## config.mk

```make
export PLATFORM = sky130hd
export DESIGN_NAME = arp_cache_table
export DESIGN_NICKNAME = d
export VERILOG_FILES = /design/src/rtl/core/arp_pkg.sv /design/src/rtl/core/arp_cache_table.sv
export SDC_FILE = /design/constraint.sdc
export NUM_CORES = 1
export LEC_CHECK = 0
export CORE_UTILIZATION = 45
export CTS_BUF_LIST = sky130_fd_sc_hd__clkbuf_8
export CTS_CLUSTER_SIZE = 14
export DETAILED_ROUTE_END_ITERATION = 6
export DONT_BUFFER_PORTS = 1
export PLACE_DENSITY = 0.7
export SLEW_MARGIN = 15
export SYNTH_ARGS = -nofsm -noshare
export SYNTH_HDL_FRONTEND = slang
export SYNTH_SLANG_ARGS = --single-unit
```

## constraint.sdc

```tcl
create_clock -name clk -period 7.4 [get_ports clk]
set_input_delay 0.74 -clock clk [delete_from_list [all_inputs] [get_ports clk]]
set_output_delay 0.74 -clock clk [all_outputs]
set_load 0.1 [all_outputs]
```

## src/rtl/core/arp_pkg.sv

```systemverilog
// ----------------------------------------------------------------------------
// ARP cache package
// Shared types and protocol constants for the ARP cache table.
// ----------------------------------------------------------------------------
`timescale 1ns / 1ps
`default_nettype none

package arp_pkg;

	// ARP header values accepted for Ethernet / IPv4
	localparam logic [15:0] ARP_HTYPE_ETH  = 16'h0001;
	localparam logic [15:0] ARP_PTYPE_IPV4 = 16'h0800;
	localparam logic [7:0]  ARP_HLEN_ETH   = 8'd6;
	localparam logic [7:0]  ARP_PLEN_IPV4  = 8'd4;

	// ARP operation codes
	localparam logic [15:0] ARP_OP_REQUEST = 16'd1;
	localparam logic [15:0] ARP_OP_REPLY   = 16'd2;

	// Item kinds
	localparam logic KIND_LOOKUP = 1'b0;
	localparam logic KIND_PACKET = 1'b1;

	// One table entry as stored in the memory
	typedef struct packed {
		logic [47:0] mac;
		logic [31:0] ip;
	} arp_entry_t;

	// One result word
	typedef struct packed {
		logic        hit;
		logic [47:0] found_mac;
		logic        accepted;
		logic        reply_needed;
		logic [47:0] reply_mac;
		logic [31:0] reply_ip;
	} arp_result_t;

	// Sequencer states
	typedef enum logic [1:0] {
		ST_IDLE,
		ST_SCAN,
		ST_DONE
	} arp_state_t;

endpackage

`default_nettype wire

```

## src/rtl/core/arp_cache_table.sv

```systemverilog
// Flow: a rejected packet skips the scan; a lookup or learned packet scans the
// filled entries in index order, ending early on a match.
// Handshake: one word at a time; the next word is taken only after the
// result is parked in the output register. The table memory is scanned one
// entry per cycle.
// Reset (arst_n low): table empty, replace pointer at entry 0, no result held.
// ----------------------------------------------------------------------------
// ARP cache table
// MAC/IP pair cache with in-order lookup and round-robin learning of senders.
// ----------------------------------------------------------------------------
`timescale 1ns / 1ps
`default_nettype none

module arp_cache_table
	import arp_pkg::*;
#(
	parameter int ENTRIES = 8
) (
	input  wire logic        clk,
	input  wire logic        arst_n,
	// input channel
	input  wire logic        in_valid,
	output logic             in_ready,
	input  wire logic        kind,
	input  wire logic [31:0] query_ip,
	input  wire logic [15:0] hw_type,
	input  wire logic [15:0] proto_type,
	input  wire logic [7:0]  hw_len,
	input  wire logic [7:0]  proto_len,
	input  wire logic [15:0] operation,
	input  wire logic [47:0] sender_mac,
	input  wire logic [31:0] sender_ip,
	// output channel
	output logic             out_valid,
	input  wire logic        out_ready,
	output logic             hit,
	output logic [47:0]      found_mac,
	output logic             accepted,
	output logic             reply_needed,
	output logic [47:0]      reply_mac,
	output logic [31:0]      reply_ip
);

	localparam int IDXW = (ENTRIES > 1) ? $clog2(ENTRIES) : 1;
	localparam int CNTW = $clog2(ENTRIES + 1);

	// state and control registers
	arp_state_t        state_q, state_d;
	logic [CNTW-1:0]   fill_q;
	logic [IDXW-1:0]   rptr_q;
	logic [CNTW-1:0]   rd_cnt_q;
	logic              vld_s1;
	logic [IDXW-1:0]   idx_s1;
	arp_entry_t        rd_entry_s1;
	logic              out_valid_q;

	// captured item
	logic              kind_q;
	logic              req_q;
	logic [47:0]       mac_q;
	logic [31:0]       ip_q;

	// pending result and output register
	arp_result_t       res_q;
	arp_result_t       res_d;
	arp_result_t       out_q;

	// table memory
	arp_entry_t        mem [ENTRIES];
	logic              wr_en;
	logic [IDXW-1:0]   wr_addr;
	arp_entry_t        wr_data;

	logic              in_fire;
	logic              hdr_ok;
	logic              reject;
	logic              scan_on;
	logic              done_on;
	logic              rd_issue;
	logic              match;
	logic              last;
	logic              finish;
	logic              load_out;

	// header check and handshake
	assign hdr_ok  = (hw_type == ARP_HTYPE_ETH) && (proto_type == ARP_PTYPE_IPV4) &&
	                 (hw_len == ARP_HLEN_ETH) && (proto_len == ARP_PLEN_IPV4);
	assign in_fire = in_valid && in_ready;
	assign reject  = (kind == KIND_PACKET) && !hdr_ok;

	// next state
	always_comb begin
		state_d = state_q;
		unique case (state_q)
			ST_IDLE: begin
				if (in_fire) begin
					state_d = reject ? ST_DONE : ST_SCAN;
				end
			end
			ST_SCAN: begin
				if (finish) begin
					state_d = ST_DONE;
				end
			end
			ST_DONE: begin
				if (!out_valid_q || out_ready) begin
					state_d = ST_IDLE;
				end
			end
			default: state_d = ST_IDLE;
		endcase
	end

	// state decode
	always_comb begin
		in_ready = 1'b0;
		scan_on  = 1'b0;
		done_on  = 1'b0;
		unique case (state_q)
			ST_IDLE: in_ready = 1'b1;
			ST_SCAN: scan_on  = 1'b1;
			ST_DONE: done_on  = 1'b1;
			default: in_ready = 1'b0;
		endcase
	end

	// compare the entry read last cycle against the search key
	assign match = vld_s1 && ((kind_q == KIND_PACKET) ? (rd_entry_s1.mac == mac_q)
	                                                  : (rd_entry_s1.ip == ip_q));
	assign last  = vld_s1 && ((CNTW'(idx_s1) + CNTW'(1)) == fill_q);
	assign finish   = scan_on && (match || last || (fill_q == '0));
	assign rd_issue = scan_on && !finish && (rd_cnt_q < fill_q);
	assign load_out = done_on && (!out_valid_q || out_ready);

	// write back: overwrite the IP of a known MAC, else replace at the pointer
	always_comb begin
		wr_en       = finish && (kind_q == KIND_PACKET);
		wr_addr     = match ? idx_s1 : rptr_q;
		wr_data.mac = match ? rd_entry_s1.mac : mac_q;
		wr_data.ip  = ip_q;
	end

	// result of a finished scan
	always_comb begin
		res_d = '0;
		if (kind_q == KIND_PACKET) begin
			res_d.accepted = 1'b1;
			if (req_q) begin
				res_d.reply_needed = 1'b1;
				res_d.reply_mac    = mac_q;
				res_d.reply_ip     = ip_q;
			end
		end else if (match) begin
			res_d.hit       = 1'b1;
			res_d.found_mac = rd_entry_s1.mac;
		end
	end

	// table memory: one write port, one registered read port
	always_ff @(posedge clk) begin
		if (wr_en) begin
			mem[wr_addr] <= wr_data;
		end
		rd_entry_s1 <= mem[rd_cnt_q[IDXW-1:0]];
	end

	// control registers
	always_ff @(posedge clk or negedge arst_n) begin
		if (!arst_n) begin
			state_q     <= ST_IDLE;
			fill_q      <= '0;
			rptr_q      <= '0;
			rd_cnt_q    <= '0;
			vld_s1      <= 1'b0;
			out_valid_q <= 1'b0;
		end else begin
			state_q <= state_d;
			vld_s1  <= rd_issue;
			// advance the read index while scanning, rewind on a new word
			if (in_fire) begin
				rd_cnt_q <= '0;
			end else if (rd_issue) begin
				rd_cnt_q <= rd_cnt_q + CNTW'(1);
			end
			// round-robin replacement of a new sender
			if (wr_en && !match) begin
				rptr_q <= (rptr_q == IDXW'(ENTRIES - 1)) ? '0 : rptr_q + IDXW'(1);
				if (fill_q != CNTW'(ENTRIES)) begin
					fill_q <= fill_q + CNTW'(1);
				end
			end
			// output register valid
			if (load_out) begin
				out_valid_q <= 1'b1;
			end else if (out_ready) begin
				out_valid_q <= 1'b0;
			end
		end
	end

	// payload registers
	always_ff @(posedge clk) begin
		idx_s1 <= rd_cnt_q[IDXW-1:0];
		if (in_fire) begin
			kind_q <= kind;
			req_q  <= (operation == ARP_OP_REQUEST);
			mac_q  <= sender_mac;
			ip_q   <= (kind == KIND_PACKET) ? sender_ip : query_ip;
			res_q  <= '0;
		end else if (finish) begin
			res_q <= res_d;
		end
		if (load_out) begin
			out_q <= res_q;
		end
	end

	assign out_valid    = out_valid_q;
	assign hit          = out_q.hit;
	assign found_mac    = out_q.found_mac;
	assign accepted     = out_q.accepted;
	assign reply_needed = out_q.reply_needed;
	assign reply_mac    = out_q.reply_mac;
	assign reply_ip     = out_q.reply_ip;

endmodule

`default_nettype wire

```

==> metrics.yaml <==
timing:
  slew_viol_final: 0
  fmax_mhz: 180.7
  post-route-period-util: 0.7477
  tightestPinTransition_ps: 1143
  setup_ws_ps: 1867
  period_minus_slack_ps: 5533
  slew_headroom: 0.2380
  rsz0062_at_grt: "false"
  skew_ps: 53.21
  finalHoldViolCount: 0
  setup_viol: 0
  tns_ps: 0
worst_setup_path:
  critical_path.endpoint_type: "flip-flop"
  r2r_end: "mem[2][28]"
  cp.arrival_ps: 5940
  worst-r2r-setup-slack_ps: 1870
  rr_worst_depth: 9
  cp_max_fo: 47
  start_kind: "flip-flop"
  crit_type: "reg -> reg"
  r2r_start: "mac_q[47]"
  required_ps: 7810
detailed_routing:
  viasPerCell: 5.746
  vias: 19018
  drt-met1-wl_mm: 36.06
  wl_met3_mm: 5.486
  first_pass_iters: 5
  highest_layer: "met5"
  met2_length_mm: 43.46
  wl_per_cell_um: 26.28
  drt_first_iter_violations: 1582
  drc: 0
  wirelength_mm: 87.00
  antenna_left: 0
die:
  initial_core_util: 0.4571
  rows: 107
  die_area_um2: 88210
  io_pins: 314
  fp.dieW_um: 297
  coreArea_um2: 85680
  die_h_um: 297
clocking:
  cts.sinks: 1082
  cts_tree: "built"
  numCtsBuffers: 166
  clock_latency_ps: 830
  clk_pin_slew_worst_paths_ps: 60
  ctsHtreeMaxLevel: 4
  cts-root-buf: "clkbuf_8"
  cts_resized: 0
  clockBufferDepth: 3
synth:
  syn_avg_cell_area_um2: 20.92
  syn_area_um2: 39160
  synth_nets: 2062
  synth-main-ff-cell: "edfxtp_1"
  synthCells: 1872
  synth_cell_type_count: 49
  ys_ff_latch: 1082
  seq_area_frac_synth: 0.7731
  ys_async_sr_fraction: 0.01386
  yosysWarningCount: 0
  synth_enable_flop_cells: 853
final_layout:
  drive_above_1_share: 0.2736
  post-route-util: 0.5170
  nets: 2212
  synthToLayoutAreaGrowth_pct: 13.11
min_path:
  hold_path_class: "in -> reg"
  holdPathStages: 1
  hold_end: "ip_q[9]"
  hold_start: "query_ip[9]"
placement:
  io_buffers: 0
  dp_slack_ps: 1896
  dpl.hpwl_mm: 50.00
  gp_congestion: 0.8117
pwr:
  p_per_area_nw_per_um2: 369.5
  peakVddDrop_v: 0.0002041
  leakage_nw: 14.39
grt:
  grt_overflow: 0
  grt_pass1_vias: 19893
  grt_max_degree: 102
  groute.usage.overall: 0.1978
  grt_pass1_wl_mm: 129.6
  antenna_found_initial: 4
status:
  outcome: "completed"
run:
  drv_cap: 0
[what timing repair did]
action | in CTS | in global routing
setup buffers | 0 | 0
hold buffers | 50 | 0
endpoints found under the hold margin | 64 | 0
[worst max-delay path, stage by stage, from the launching register on]
cell      delay, ps
edfxtp_1        520
xor2_1          220
nor4_1          820
nand4_1         200
or4_1           650
a21boi_4        710
buf_4           780
mux2i_1         340
and2_4          190
buf_4           580
[layout make-up]
class | instances | area, um2
antenna | 2 | 5.005
clock buffer | 186 | 2560
clock inverter | 124 | 695.7
fill | 6609 | 41390
inverter | 11 | 43.79
multi-input combinational | 681 | 8516
sequential | 1082 | 30290
tap | 1144 | 1431
timing repair buffer | 80 | 758.2
[power by group]
group / total (mW) / leakage (nW) / switching (mW) / internal (mW)
logic: 2.44 / 2.73 / 1.42 / 1.02
registers: 9.16 / 9.72 / 1.68 / 7.48
clock network: 4.77 / 1.93 / 2.27 / 2.50
total: 16.4 / 14.4 / 5.37 / 11.0
[cell families after synthesis]
| logic type | Yosys count | synth area share |
|---|---|---|
| adders and majority gates | 9 | 0.002876 |
| muxes | 331 | 0.1409 |
| buffers and inverters | 109 | 0.01153 |
| xor gates and xnor gates | 80 | 0.01789 |
| DFF | 1082 | 0.7731 |
| AOI/OAI and AO/OA | 155 | 0.03777 |
| and+or+nand+nor | 106 | 0.01594 |
[synthesized netlist by cell type, types with 2 or more instances]
master,count,area share
edfxtp_1,853,0.65
dfxtp_1,214,0.11
mux2_2,163,0.047
mux4_2,160,0.092
a32o_1,128,0.033
clkbuf_1,53,0.0051
xor2_1,41,0.0092
xnor2_1,39,0.0087
buf_2,28,0.0036
nor4_1,22,0.0035
buf_1,15,0.0014
dfrtp_1,15,0.0096
nand2_1,15,0.0014
nand4_1,13,0.0021
inv_1,11,0.0011
nor2_1,10,0.00096
and2_1,9,0.0014
ha_1,9,0.0029
mux2i_1,8,0.0020
nand2b_1,7,0.0011
o21ai_0,6,0.00077
nand3_1,5,0.00064
nor2b_1,4,0.00064
nor3_1,4,0.00051
nor3b_1,4,0.00077
nor4b_1,4,0.00089
nand3b_1,3,0.00058
o21ai_1,3,0.00038
or4_1,3,0.00058
a21oi_1,2,0.00026
a41o_1,2,0.00051
buf_4,2,0.00038
[placed cells by master (no fill, tap or decap), drive strengths merged, types with 4 or more instances in the layout]
cell,n
dfxtp,214
xor2,41
and2,9
o21ai,9
dfrtp,15
ha,9
mux2,163
nand2,15
nand3,5
nor3,4
inv,93
nor4,22
clkinv,35
dlygate4sd3,50
edfxtp,853
nor4b,4
nand4,13
nor2b,4
nand2b,7
nor3b,5
mux2i,8
xnor2,39
nor2,10
bufinv,5
buf,30
a32o,128
mux4,160
clkbuf,186
[through the flow]
| stage | power (mW) | hold slack [ps] | area [um2] | std cells |
|---|---|---|---|---|
| after floorplan | 10.81 | 386.9 | 39160 | 1872 |
| after global placement | 11.62 | 414.6 | 40510 | 2947 |
| after detailed placement | 11.70 | 415.6 | 40510 | 2947 |
| after CTS | 16.50 | 62.62 | 44260 | 3307 |
| after global routing | 16.97 | 100.5 | 44290 | 3309 |
| final | 16.37 | 147.1 | 44300 | 3310 |
[flip-flops by register name, indices dropped and copies added (netlist names)]
name and count:
ip_q 32, state_q 2, kind_q 1, reply_mac 48, hit 1, res_q 131, req_q 1, rd_cnt_q 4
mem 640, found_mac 48, rd_entry_s1 80, reply_needed 1, out_valid 1, idx_s1 3, fill_q 4, mac_q 48
rptr_q 3, reply_ip 32, vld_s1 1, accepted 1
[worst max-delay path by stage]
stage	start	to	slack, ps	cells after the start
3_5_place_dp	mac_q[47]	mem[2][11]	1900	9
3_3_place_gp	mac_q[47]	mem[2][11]	1850	9
2_1_floorplan	out_valid	accepted	290	2
6_report	mac_q[47]	mem[2][28]	1870	9
5_1_grt	mac_q[47]	mem[2][28]	1700	9
4_1_cts	mac_q[47]	mem[2][28]	1860	9
[layer usage]
| metal | up-vias | track usage |
|---|---|---|
| met4 | 6 | 0.06676 |
| met2 | 722 | 0.3232 |
| met3 | 130 | 0.04192 |
| li1 | 8069 | - |
| met5 | - | 0 |
| met1 | 10091 | 0.2643 |
Power figures use the tool's default switching activity.
